### config.mk
export PLATFORM = sky130hd
export DESIGN_NAME = crlf_line_assembler_echo_unit
export DESIGN_NICKNAME = d
export VERILOG_FILES = /design/src/hdl/clae_pkg.sv /design/src/hdl/clae_ram.sv /design/src/hdl/clae_ctrl.sv /design/src/hdl/crlf_line_assembler_echo_unit.sv
export VERILOG_INCLUDE_DIRS = /design/src /design/src/hdl
export SDC_FILE = /design/constraint.sdc
export NUM_CORES = 1
export LEC_CHECK = 0
export ABC_AREA = 1
export BUFFER_PORTS_ARGS = -buffer_cell sky130_fd_sc_hd__buf_2
export CORE_UTILIZATION = 50
export CTS_BUF_LIST = sky130_fd_sc_hd__clkbuf_16
export CTS_CLUSTER_DIAMETER = 40
export DETAILED_ROUTE_END_ITERATION = 7
export PLACE_DENSITY = 0.69
export SYNTH_ARGS = -nofsm -noshare
export SYNTH_HDL_FRONTEND = slang
export SYNTH_HIERARCHICAL = 1
export SYNTH_SLANG_ARGS = --single-unit
### constraint.sdc
create_clock -name clk -period 3.4 [get_ports clk]
set_clock_uncertainty 0.1 [all_clocks]
set_input_delay 0.34 -clock clk [delete_from_list [all_inputs] [get_ports clk]]
set_output_delay 0.34 -clock clk [all_outputs]
set_load 0.02 [all_outputs]
### src/hdl/crlf_line_assembler_echo_unit_macros.svh
// assertion macros for the crlf line assembler echo unit
// expects signals clk and rst_n in the scope where a macro is used
`ifndef CRLF_LINE_ASSEMBLER_ECHO_UNIT_MACROS_SVH
`define CRLF_LINE_ASSEMBLER_ECHO_UNIT_MACROS_SVH
`ifndef SYNTHESIS
// property checked outside reset
`define CLAE_ASSERT(lbl, prop, msg) \
  lbl: assert property (@(posedge clk) disable iff (!rst_n) prop) else $error(msg);
// property checked on every edge, reset included
`define CLAE_ASSERT_RST(lbl, prop, msg) \
  lbl: assert property (@(posedge clk) prop) else $error(msg);
`else
`define CLAE_ASSERT(lbl, prop, msg)
`define CLAE_ASSERT_RST(lbl, prop, msg)
`endif
`endif

### src/hdl/clae_pkg.sv
// shared types, character codes and register indexes of the line assembler
// no dependencies
package clae_pkg;

  localparam logic [7:0] CHAR_CR    = 8'h0D;
  localparam logic [7:0] CHAR_LF    = 8'h0A;
  localparam logic [3:0] PREFIX_MAX = 4'd8;

  localparam int unsigned CFG_IDX_W = 2;
  localparam logic [CFG_IDX_W-1:0] REG_PREFIX_LEN   = 2'd0;
  localparam logic [CFG_IDX_W-1:0] REG_PREFIX_BYTES = 2'd1;

  typedef enum logic [1:0] {
    ST_IDLE,
    ST_LOAD,
    ST_ECHO_RD,
    ST_ECHO_WAIT
  } state_t;

  // prefix settings and reload request from the register block
  typedef struct packed {
    logic        load;
    logic [3:0]  plen;
    logic [63:0] pbytes;
  } cfg_t;

  // prefix length clipped to the number of prefix bytes
  function automatic logic [3:0] eff_prefix(input logic [3:0] plen);
    eff_prefix = (plen > PREFIX_MAX) ? PREFIX_MAX : plen;
  endfunction

endpackage

### src/hdl/clae_ram.sv
// generic single write port ram with registered read
// no dependencies
module clae_ram #(
  parameter int unsigned WIDTH = 8,
  parameter int unsigned DEPTH = 64
) (
  input  logic                     clk,
  input  logic                     we,
  input  logic [$clog2(DEPTH)-1:0] waddr,
  input  logic [WIDTH-1:0]         wdata,
  input  logic                     re,
  input  logic [$clog2(DEPTH)-1:0] raddr,
  output logic [WIDTH-1:0]         rdata
);

  logic [WIDTH-1:0] mem_r [DEPTH];
  logic [WIDTH-1:0] rdata_r;

  // write port
  always_ff @(posedge clk) begin
    if (we) begin
      mem_r[waddr] <= wdata;
    end
  end

  // registered read port, holds when not enabled
  always_ff @(posedge clk) begin
    if (re) begin
      rdata_r <= mem_r[raddr];
    end
  end

  assign rdata = rdata_r;

endmodule

### src/hdl/clae_ctrl.sv
// sequencer of the line assembler: byte intake, prefix reload and echo walk
// depends on clae_pkg, clae_ram and the assertion macro header
`include "crlf_line_assembler_echo_unit_macros.svh"

module clae_ctrl
  import clae_pkg::*;
#(
  parameter int unsigned LINE_DEPTH = 64
) (
  input  logic       clk,
  input  logic       rst_n,
  input  cfg_t       cfg,
  output logic       idle,
  input  logic       in_valid,
  output logic       in_ready,
  input  logic [7:0] in_rx_byte,
  output logic       out_valid,
  input  logic       out_ready,
  output logic [7:0] out_echo_byte,
  output logic       out_last_byte
);

  localparam int unsigned AW = $clog2(LINE_DEPTH);

  state_t              state_r, state_nxt;
  logic [AW-1:0]       count_r, count_nxt;
  logic                cr_r, cr_nxt;
  logic [LINE_DEPTH-1:0] vld_r, vld_nxt;
  logic [2:0]          load_idx_r, load_idx_nxt;
  logic [AW-1:0]       echo_idx_r, echo_idx_nxt;
  logic                rd_vld_r, rd_vld_nxt;
  logic                out_valid_r, out_valid_nxt;
  logic [7:0]          out_byte_r, out_byte_nxt;
  logic                out_last_r, out_last_nxt;

  logic [3:0]    eff;
  logic          we, re, out_load, echo_last;
  logic [AW-1:0] waddr;
  logic [7:0]    wdata, rdata;
  logic [AW:0]   count_inc;

  assign eff       = eff_prefix(cfg.plen);
  assign count_inc = {1'b0, count_r} + (AW+1)'(1);
  assign echo_last = (echo_idx_r == count_r);

  // line store
  clae_ram #(
    .WIDTH (8),
    .DEPTH (LINE_DEPTH)
  ) u_store (
    .clk   (clk),
    .we    (we),
    .waddr (waddr),
    .wdata (wdata),
    .re    (re),
    .raddr (echo_idx_r),
    .rdata (rdata)
  );

  // control registers
  always_ff @(posedge clk) begin
    if (!rst_n) begin
      state_r     <= ST_IDLE;
      count_r     <= '0;
      cr_r        <= 1'b0;
      vld_r       <= '0;
      out_valid_r <= 1'b0;
    end else begin
      state_r     <= state_nxt;
      count_r     <= count_nxt;
      cr_r        <= cr_nxt;
      vld_r       <= vld_nxt;
      out_valid_r <= out_valid_nxt;
    end
  end

  // payload registers
  always_ff @(posedge clk) begin
    load_idx_r <= load_idx_nxt;
    echo_idx_r <= echo_idx_nxt;
    rd_vld_r   <= rd_vld_nxt;
    out_byte_r <= out_byte_nxt;
    out_last_r <= out_last_nxt;
  end

  // next state and datapath control
  always_comb begin
    state_nxt    = state_r;
    count_nxt    = count_r;
    cr_nxt       = cr_r;
    load_idx_nxt = load_idx_r;
    echo_idx_nxt = echo_idx_r;
    rd_vld_nxt   = rd_vld_r;
    out_byte_nxt = out_byte_r;
    out_last_nxt = out_last_r;
    we           = 1'b0;
    re           = 1'b0;
    waddr        = count_r;
    wdata        = in_rx_byte;
    in_ready     = 1'b0;
    out_load     = 1'b0;

    case (state_r)
      ST_IDLE: begin
        if (cfg.load) begin
          // reload prefix after a register write
          load_idx_nxt = '0;
          if (eff == 4'd0) begin
            count_nxt = '0;
            cr_nxt    = 1'b0;
          end else begin
            state_nxt = ST_LOAD;
          end
        end else begin
          in_ready = 1'b1;
          if (in_valid) begin
            if (!cr_r) begin
              if (in_rx_byte == CHAR_CR) begin
                cr_nxt = 1'b1;
              end else begin
                we = 1'b1;
                count_nxt = (count_inc == (AW+1)'(LINE_DEPTH)) ? '0 : count_inc[AW-1:0];
              end
            end else if (in_rx_byte != CHAR_LF) begin
              // discard the line
              count_nxt = '0;
              cr_nxt    = 1'b0;
            end else begin
              // terminate the line and start the echo walk
              we           = 1'b1;
              wdata        = CHAR_CR;
              echo_idx_nxt = '0;
              state_nxt    = ST_ECHO_RD;
            end
          end
        end
      end
      ST_LOAD: begin
        we    = 1'b1;
        waddr = AW'(load_idx_r);
        wdata = cfg.pbytes[{load_idx_r, 3'b000} +: 8];
        if ({1'b0, load_idx_r} == eff - 4'd1) begin
          count_nxt = AW'(eff);
          cr_nxt    = 1'b0;
          state_nxt = ST_IDLE;
        end else begin
          load_idx_nxt = load_idx_r + 3'd1;
        end
      end
      ST_ECHO_RD: begin
        re         = 1'b1;
        rd_vld_nxt = vld_r[echo_idx_r];
        state_nxt  = ST_ECHO_WAIT;
      end
      ST_ECHO_WAIT: begin
        out_load = !out_valid_r || out_ready;
        if (out_load) begin
          out_byte_nxt = rd_vld_r ? rdata : 8'h00;
          out_last_nxt = echo_last;
          if (echo_last) begin
            count_nxt = AW'(eff);
            cr_nxt    = 1'b0;
            state_nxt = ST_IDLE;
          end else begin
            echo_idx_nxt = echo_idx_r + AW'(1);
            state_nxt    = ST_ECHO_RD;
          end
        end
      end
      default: begin
        state_nxt = ST_IDLE;
      end
    endcase
  end

  // per-entry written flags, unwritten entries read as zero
  always_comb begin
    vld_nxt = vld_r;
    if (we) begin
      vld_nxt[waddr] = 1'b1;
    end
  end

  // output register
  always_comb begin
    if (out_load) begin
      out_valid_nxt = 1'b1;
    end else if (out_ready) begin
      out_valid_nxt = 1'b0;
    end else begin
      out_valid_nxt = out_valid_r;
    end
  end

  assign idle          = (state_r == ST_IDLE) && !cfg.load;
  assign out_valid     = out_valid_r;
  assign out_echo_byte = out_byte_r;
  assign out_last_byte = out_last_r;

  // checks
  `CLAE_ASSERT(a_echo_end, (state_r == ST_ECHO_WAIT && out_load && echo_last) |=> (state_r == ST_IDLE && count_r == AW'(eff)), "echo run did not end cleanly")
  `CLAE_ASSERT(a_echo_range, (state_r == ST_ECHO_RD || state_r == ST_ECHO_WAIT) |-> (echo_idx_r <= count_r), "echo index past line end")
  `CLAE_ASSERT(a_load_end, (state_r == ST_LOAD && {1'b0, load_idx_r} == eff - 4'd1) |=> (count_r == AW'(eff) && !cr_r), "prefix reload left bad count")
  `CLAE_ASSERT_RST(a_rst_out, !rst_n |=> !out_valid_r, "output valid after reset")

endmodule

### src/hdl/crlf_line_assembler_echo_unit.sv
// crlf line assembler echo unit: stores line bytes, notes a CR and discards a line on CR without LF.
// a LF after CR ends a line of N = count+1 bytes, the last a CR written in place of the LF,
// and starts the echo walk: the read state reads an entry of the store ram, the wait state
// loads it into the output register, stalled while out_ready is low on a waiting byte.
// a register write holds off requests while the prefix (at most 8 bytes) is reloaded.
// synchronous active-low reset clears count, CR flag, output valid, entry flags, registers.
module crlf_line_assembler_echo_unit
  import clae_pkg::*;
#(
  parameter int unsigned LINE_DEPTH = 64
) (
  input  logic                 clk,
  input  logic                 rst_n,
  input  logic                 cfg_valid,
  output logic                 cfg_ready,
  input  logic [CFG_IDX_W-1:0] cfg_index,
  input  logic [63:0]          cfg_data,
  input  logic                 in_valid,
  output logic                 in_ready,
  input  logic [7:0]           in_rx_byte,
  output logic                 out_valid,
  input  logic                 out_ready,
  output logic [7:0]           out_echo_byte,
  output logic                 out_last_byte
);

  logic [3:0]  plen_r;
  logic [63:0] pbytes_r;
  logic        load_r;
  logic        idle;
  logic        cfg_req;
  cfg_t        cfg;

  // no register write while a byte is offered
  assign cfg_ready = idle && !in_valid;
  assign cfg_req   = cfg_valid && cfg_ready;

  // configuration registers and reload request
  always_ff @(posedge clk) begin
    if (!rst_n) begin
      plen_r   <= '0;
      pbytes_r <= '0;
      load_r   <= 1'b0;
    end else begin
      load_r <= 1'b0;
      if (cfg_req) begin
        case (cfg_index)
          REG_PREFIX_LEN: begin
            plen_r <= cfg_data[3:0];
            load_r <= 1'b1;
          end
          REG_PREFIX_BYTES: begin
            pbytes_r <= cfg_data;
            load_r   <= 1'b1;
          end
          default: begin
            load_r <= 1'b0;
          end
        endcase
      end
    end
  end

  assign cfg.load   = load_r;
  assign cfg.plen   = plen_r;
  assign cfg.pbytes = pbytes_r;

  // sequencer with line store
  clae_ctrl #(
    .LINE_DEPTH (LINE_DEPTH)
  ) u_ctrl (
    .clk           (clk),
    .rst_n         (rst_n),
    .cfg           (cfg),
    .idle          (idle),
    .in_valid      (in_valid),
    .in_ready      (in_ready),
    .in_rx_byte    (in_rx_byte),
    .out_valid     (out_valid),
    .out_ready     (out_ready),
    .out_echo_byte (out_echo_byte),
    .out_last_byte (out_last_byte)
  );

endmodule
## Word-level counts from Yosys, hierarchy flattened

Memory sizes are Yosys's and may differ from the RTL's. A register that Yosys moved wholly into a read port is not among the register bits.
Index checks and enable logic that the tools add are counted.

| cells by class | value |
|---|---|
| add/sub/neg operators | 4 |
| $lt $le $gt $ge | 4 |
| equality and inequality tests | 26 |
| shift operators | 1 |
| multiplexer cells | 65 |
| bitwise operators | 1 |
| reductions and logical operators | 25 |

Operators with widths:

| operator | number |
|---|---|
| 6-bit two-way mux | 17 |
| 64-bit bitwise OR | 1 |
| 64-bit by 7-bit variable part select with 8-bit output | 1 |
| 8-bit two-way mux | 4 |
| 1-bit two-way mux | 24 |
| 6-bit one-hot mux with 3 select lines | 1 |
| 2-bit two-way mux | 8 |
| 8-bit one-hot mux with 2 select lines | 1 |
| 6-bit by 7-bit < comparator with 1-bit output, second input constant | 2 |
| 2-bit inequality test, second input constant | 6 |
| 6-bit one-hot mux with 2 select lines | 1 |
| 6-bit AND reduction | 2 |
| 3-bit inequality test, second input constant | 3 |
| 8-bit by 4-bit == test with 1-bit output, second input constant | 1 |
| 2-bit by 1-bit inequality test with 1-bit output, second input constant | 4 |
| 8-bit by 4-bit inequality test with 1-bit output, second input constant | 1 |
| 2-bit one-hot mux with 4 select lines | 1 |
| 2-bit AND reduction | 4 |
| 8-bit AND reduction | 1 |
| 6-bit by 1-bit adder with 7-bit output, second input constant | 1 |
| 7-bit == test, second input constant | 1 |
| 7-bit AND reduction | 1 |
| 6-bit by 1-bit adder with 6-bit output, second input constant | 1 |
| 1-bit binary-select mux with 6-bit select | 1 |
| other kinds (26) | 38 |

| word-level totals | value |
|---|---|
| register bits after elaboration | 162 |
| RAM bits | 512 |
| input port bits | 79 |
| output and inout bits | 12 |
| logic and storage cells | 140 |
| memories | 1 |

Memory list:

| memory | depth | width | read ports | clocked after memory_dff | write ports | RTL line | source |
|---|---|---|---|---|---|---|---|
| u_ctrl.u_store.mem_r | 64 | 8 | 1 | 1 | 1 | clae_ram.sv:16 | `logic [WIDTH-1:0] mem_r [DEPTH];` |

## Depth between registers and ports, before layout

| depth | value |
|---|---|
| depth in word-level cells | 8 |
| gate-level depth with buffers | 15 |
| depth with buffers taken out | 15 |

## Cells and area by module

The synthesis kept the hierarchy.

By module, submodules not included:

| module | times used | cells each | area an instance (sq um) | sequential area each (sq um) |
|---|---|---|---|---|
| clae_ram | 1 | 1805 | 21419.3 | 15615.0 |
| clae_ctrl | 1 | 842 | 5500.3 | 2052.0 |
| crlf_line_assembler_echo_unit | 1 | 439 | 2842.7 | 1381.3 |

## Least setup slack after synthesis

OpenSTA, ideal clock, no wires.

| path | value |
|---|---|
| path kind | register to register |
| from | register u_ctrl.state_r[1] |
| to | memory u_ctrl.u_store.mem_r[0][1] (data pin) |
| library setup time | 0.542 ns |
| arrival time | 2.590 ns |
| required time | 2.758 ns |
| setup slack | 0.168 ns |
| stages on the path, launching flop included | 6 |
| buffers on the path | 1 |
| clock period less this slack | 3.232 ns |
| cell sequence | dfxtp_1 inv_2 nand2_8 buf_2 nand2_1 o211ai_1 |

| on the way | value |
|---|---|
| longest elaborated chain between the ends | 2 |
| elaborated cells between the ends (all ways) | 3 |
| those cells by class | eq/ne: 1; mux: 1; reduce/logical: 1 |

Ends and longest elaborated chain:

| element | RTL line | source |
|---|---|---|
| from (decl) | clae_ctrl.sv:25 | `state_t state_r, state_nxt;` |
| from (signal assigned) | clae_ctrl.sv:69 | `state_r <= state_nxt;` |
| 2-bit by 1-bit == test with 1-bit output or 2-bit zero test (tied branches) | clae_ctrl.sv:103 | `case (state_r)` |
| 8-bit one-hot mux with 2 select lines (*) | clae_ctrl.sv:103 |  |
| named net u_ctrl.wdata[1] | clae_ctrl.sv:39 | `logic [7:0] wdata, rdata;` |
| to (decl) | clae_ram.sv:16 |  |

Mark *: on every way through the listed nets, which the timed path passes. The rest lies on a longest branch.

## Worst setup path after layout

| path | value |
|---|---|
| from | register u_ctrl.state_r[0] |
| to | memory u_ctrl.u_store.mem_r[24][5], enable pin |

| on the way | value |
|---|---|
| elaborated cells between the ends (all ways) | 6 |
| those cells by class | eq/ne: 1; mux: 4; reduce/logical: 1 |

RTL lines:

| element | RTL line | source |
|---|---|---|
| 2-bit by 1-bit == test with 1-bit output | clae_ctrl.sv:103 |  |
| 6-bit two-way mux | clae_ctrl.sv:103 |  |
| named net u_ctrl.waddr[2] | clae_ctrl.sv:38 | `logic [AW-1:0] waddr;` |

The timed path passes the listed nets, and every way through them passes these cells.

==> flow_summary.yaml <==
setup_path:
  cp.required_ps: 3560
  worstReg2RegEnd: "u_ctrl/u_store/mem_r[24][5]"
  start_kind: "flop"
  crit_arrival_ps: 3510
  cp_max_fo: 19
  r2r_cells: 6
  path_class: "reg2reg"
  r2r_slack_ps: 40
  r2r-start: "u_ctrl/state_r[0]"
  setup.worst_path.end_class: "flop"
global_routing:
  grt_pass1_wl_um: 119000
  grt.overflow.total: 0
  grt_max_degree: 186
  grt_pass1_vias: 21700
  grt_usage_pct: 25.3
  antenna_found_initial: 2
route:
  wl_per_cell_um: 18.7
  via_count: 22800
  drt_pre_antenna_iters: 6
  first_iter_violations: 2595
  wl_um: 76500
  ant_nets: 0
  routed_via_density: 5.57
  drc: 0
clock_tree:
  h-tree-depth: 3
  cts.repair_timing.setup_buffer_count: 0
  clk_pin_slew_ps: 50
  clk_path_buf_depth: 3
  clock-sinks: 682
  cts_root_buf: "clkbuf_16"
  post_cts_resize_count: 0
  numCtsBuffers: 84
  cts_tree: "done"
  worstSkewPairLatency_ps: 620
hold_path:
  hold_depth: 6
  hold_class: "in2reg"
  hold_start: "cfg_index[0]"
  hold_end: "plen_r[3]"
synthesis:
  synth_cell_types: 41
  yosys.area_share.simple_pct: 26.0
  muxShareOfSynthArea_pct: 0
  synth_area_per_cell_um2: 9.64
  yosys_register_bits: 682
  yosys.area_share.adder_pct: 0.210
  synth.yosys.warnings: 6
  yosysSeqAreaShare_pct: 64.0
  synth_xor_area_share_pct: 0.118
  synth_compound_area_share_pct: 3.56
  synth_cells: 3086
  netlist_area_um2: 29800
  synth_top_family_by_area: "simple AND/OR/NAND/NOR gates"
  synth_nets: 3170
finish:
  stdcell_count: 4093
  area_delta_synth_final_pct: 15.5
  stdcell_area_um2: 34400
  nets: 3334
  layout-drive-gt1-share_pct: 10.9
  fillers: 4770
  diodes: 0
timing:
  worst_pin_slew_ps: 1240
  rsz0062_at_grt: "true"
  drv_slew: 0
  fmax_mhz: 298
  slew_headroom_pct: 17.4
  finalCritPeriodShare_pct: 98.7
  setup_violations: 0
  fin_crit_ps: 3360
  hold_viol_final: 0
pwr:
  leakage_nw: 13.4
  power_density_nw_per_um2: 543
  peakVddDrop_v: 0.000457
outcome:
  status: "completed"
floorplan:
  die_x_um: 246
  ios: 91
  start_util_pct: 50.5
  core_um2: 58900
  fp.dieH_um: 246
  num_rows: 89
  die_area_um2: 60500
place:
  gp_congestion: 0.916
  post_dp_cell_area_um2: 30900
  dp_hpwl_um: 45200
  dp_cells: 3870
  place.port_buffers: 90
job:
  max_cap_viol_count: 0
[state kept, by name (all words and copies together) (netlist names)]
register / flops
plen_r: 4
u_ctrl/out_valid: 1
pbytes_r: 64
u_ctrl/cr_r: 1
u_ctrl/count_r: 6
u_ctrl/vld_r: 64
u_ctrl/load_idx_r: 3
u_ctrl/rd_vld_r: 1
u_ctrl/out_last_byte: 1
u_ctrl/state_r: 2
u_ctrl/echo_idx_r: 6
u_ctrl/u_store/mem_r: 512
u_ctrl/u_store/rdata: 8
load_r: 1
u_ctrl/out_echo_byte: 8
[repair_timing]
item / 4_1_cts / 5_1_grt
endpoints found under the setup margin: 0 / 16
hold buffers: 67 / 0
hold endpoints to repair: 70 / 0
[cell type report]
type	instances	area (um2)	share of cell area (%)
Timing Repair Buffer	254	1990	5.78
Clock inverter	70	639	1.86
Clock buffer	86	2150	6.26
Inverter	170	647	1.88
Tap cell	773	967	2.81
Sequential cell	682	19000	55.4
Multi-Input combinational cell	2058	8940	26.0
[worst max path at each step]
stage | from | cells after the start | slack, ps | end
after floorplan | u_ctrl/state_r[1] | 5 | 170 | u_ctrl/u_store/mem_r[0][1]
after global placement | u_ctrl/state_r[0] | 6 | 280 | u_ctrl/u_store/mem_r[24][3]
after detailed placement | u_ctrl/state_r[0] | 6 | 160 | u_ctrl/u_store/mem_r[56][2]
after CTS | u_ctrl/state_r[0] | 6 | 170 | u_ctrl/u_store/mem_r[24][3]
after global routing | u_ctrl/state_r[0] | 6 | -80 | u_ctrl/u_store/mem_r[56][6]
final | u_ctrl/state_r[0] | 6 | 40 | u_ctrl/u_store/mem_r[24][5]
[worst max-delay path, cell delays in order, from the launching register on]
cell and delay (ps):
dfxtp_1 630, nand2_8 210, a21oi_2 250, inv_2 160
inv_1 210, nand4_1 640, nor2_1 780
[synth_stat cells (all sizes together)]
| cell | count | share of area [%] |
|---|---|---|
| nor3 | 5 | 0.10 |
| nand4 | 16 | 0.34 |
| nor2 | 385 | 5.0 |
| dfxtp | 143 | 9.6 |
| o22ai | 17 | 0.36 |
| nor4 | 9 | 0.19 |
| nand2 | 953 | 12 |
| a22oi | 4 | 0.10 |
| nand3 | 486 | 8.2 |
| xnor2 | 2 | 0.059 |
| edfxtp | 539 | 54 |
| a31oi | 2 | 0.042 |
| a21oi | 93 | 1.6 |
| clkinv | 2 | 0.025 |
| o21a | 1 | 0.025 |
| o21bai | 1 | 0.025 |
| xor2 | 2 | 0.059 |
| o211ai | 12 | 0.30 |
| ha | 5 | 0.21 |
| buf | 141 | 3.5 |
| clkbuf | 35 | 0.44 |
| inv | 168 | 2.1 |
| o21ai | 65 | 1.1 |
[placed cells by master (no fill, tap or decap), types with 4 or more instances in the layout]
cell             n
nor4_1           9
dfxtp_1        143
buf_4           86
a21oi_1         91
clkbuf_16       86
nand3_2          5
buf_2           90
clkinv_1        11
o22ai_1         17
buf_12          11
nor2_4           4
nor2_2           5
clkinv_2        10
o21ai_0         61
nand2_1        943
bufinv_16        8
o211ai_1        12
edfxtp_1       539
clkinvlp_4       4
nor2_1         375
nand2_2          8
inv_1          170
nand4_1         16
clkinv_4         6
a22oi_1          4
inv_2           12
dlygate4sd3_1   67
nor3_1           4
nand3_1        481
ha_1             5
inv_6           13
[power breakdown]
group / switching (mW) / internal (mW) / total (mW) / leakage [nW]
logic: 0.522 / 0.236 / 0.758 / 5.95
registers: 0.0402 / 9.08 / 9.12 / 6.01
clock network: 3.53 / 5.28 / 8.81 / 1.43
total: 4.09 / 14.6 / 18.7 / 13.4
[per-stage QoR]
stage / worst slack (ps) / setup TNS [ps] / util [%] / hold WS, ps / power (mW)
after floorplan: 168 / 0 / - / 331 / 9.69
after global placement: 280 / 0 / 52.5 / 342 / 9.96
after detailed placement: 163 / 0 / 52.5 / 351 / 9.97
after CTS: 166 / 0 / 58.4 / 73.3 / 18.8
after global routing: -84.5 / -1270 / 58.4 / 155 / 19.2
final: 43.0 / 0 / 58.4 / 112 / 18.7
[layer usage]
metal | global-route usage (%) | routed length [um] | share of wire [%]
met5 | 0 | 0 | 0
met4 | 10.1 | 2400 | 3.1
met3 | 4.26 | 6700 | 8.8
met2 | 40.7 | 36000 | 47
met1 | 34.1 | 31400 | 41
[cells by family after synthesis]
family | count (synthesis)
AOI/OAI and AO/OA | 195
xor gates and xnor gates | 4
adders and majority gates | 5
buffers and inverters | 346
DFF | 682
and+or+nand+nor | 1854
Power figures use the tool's default switching activity.
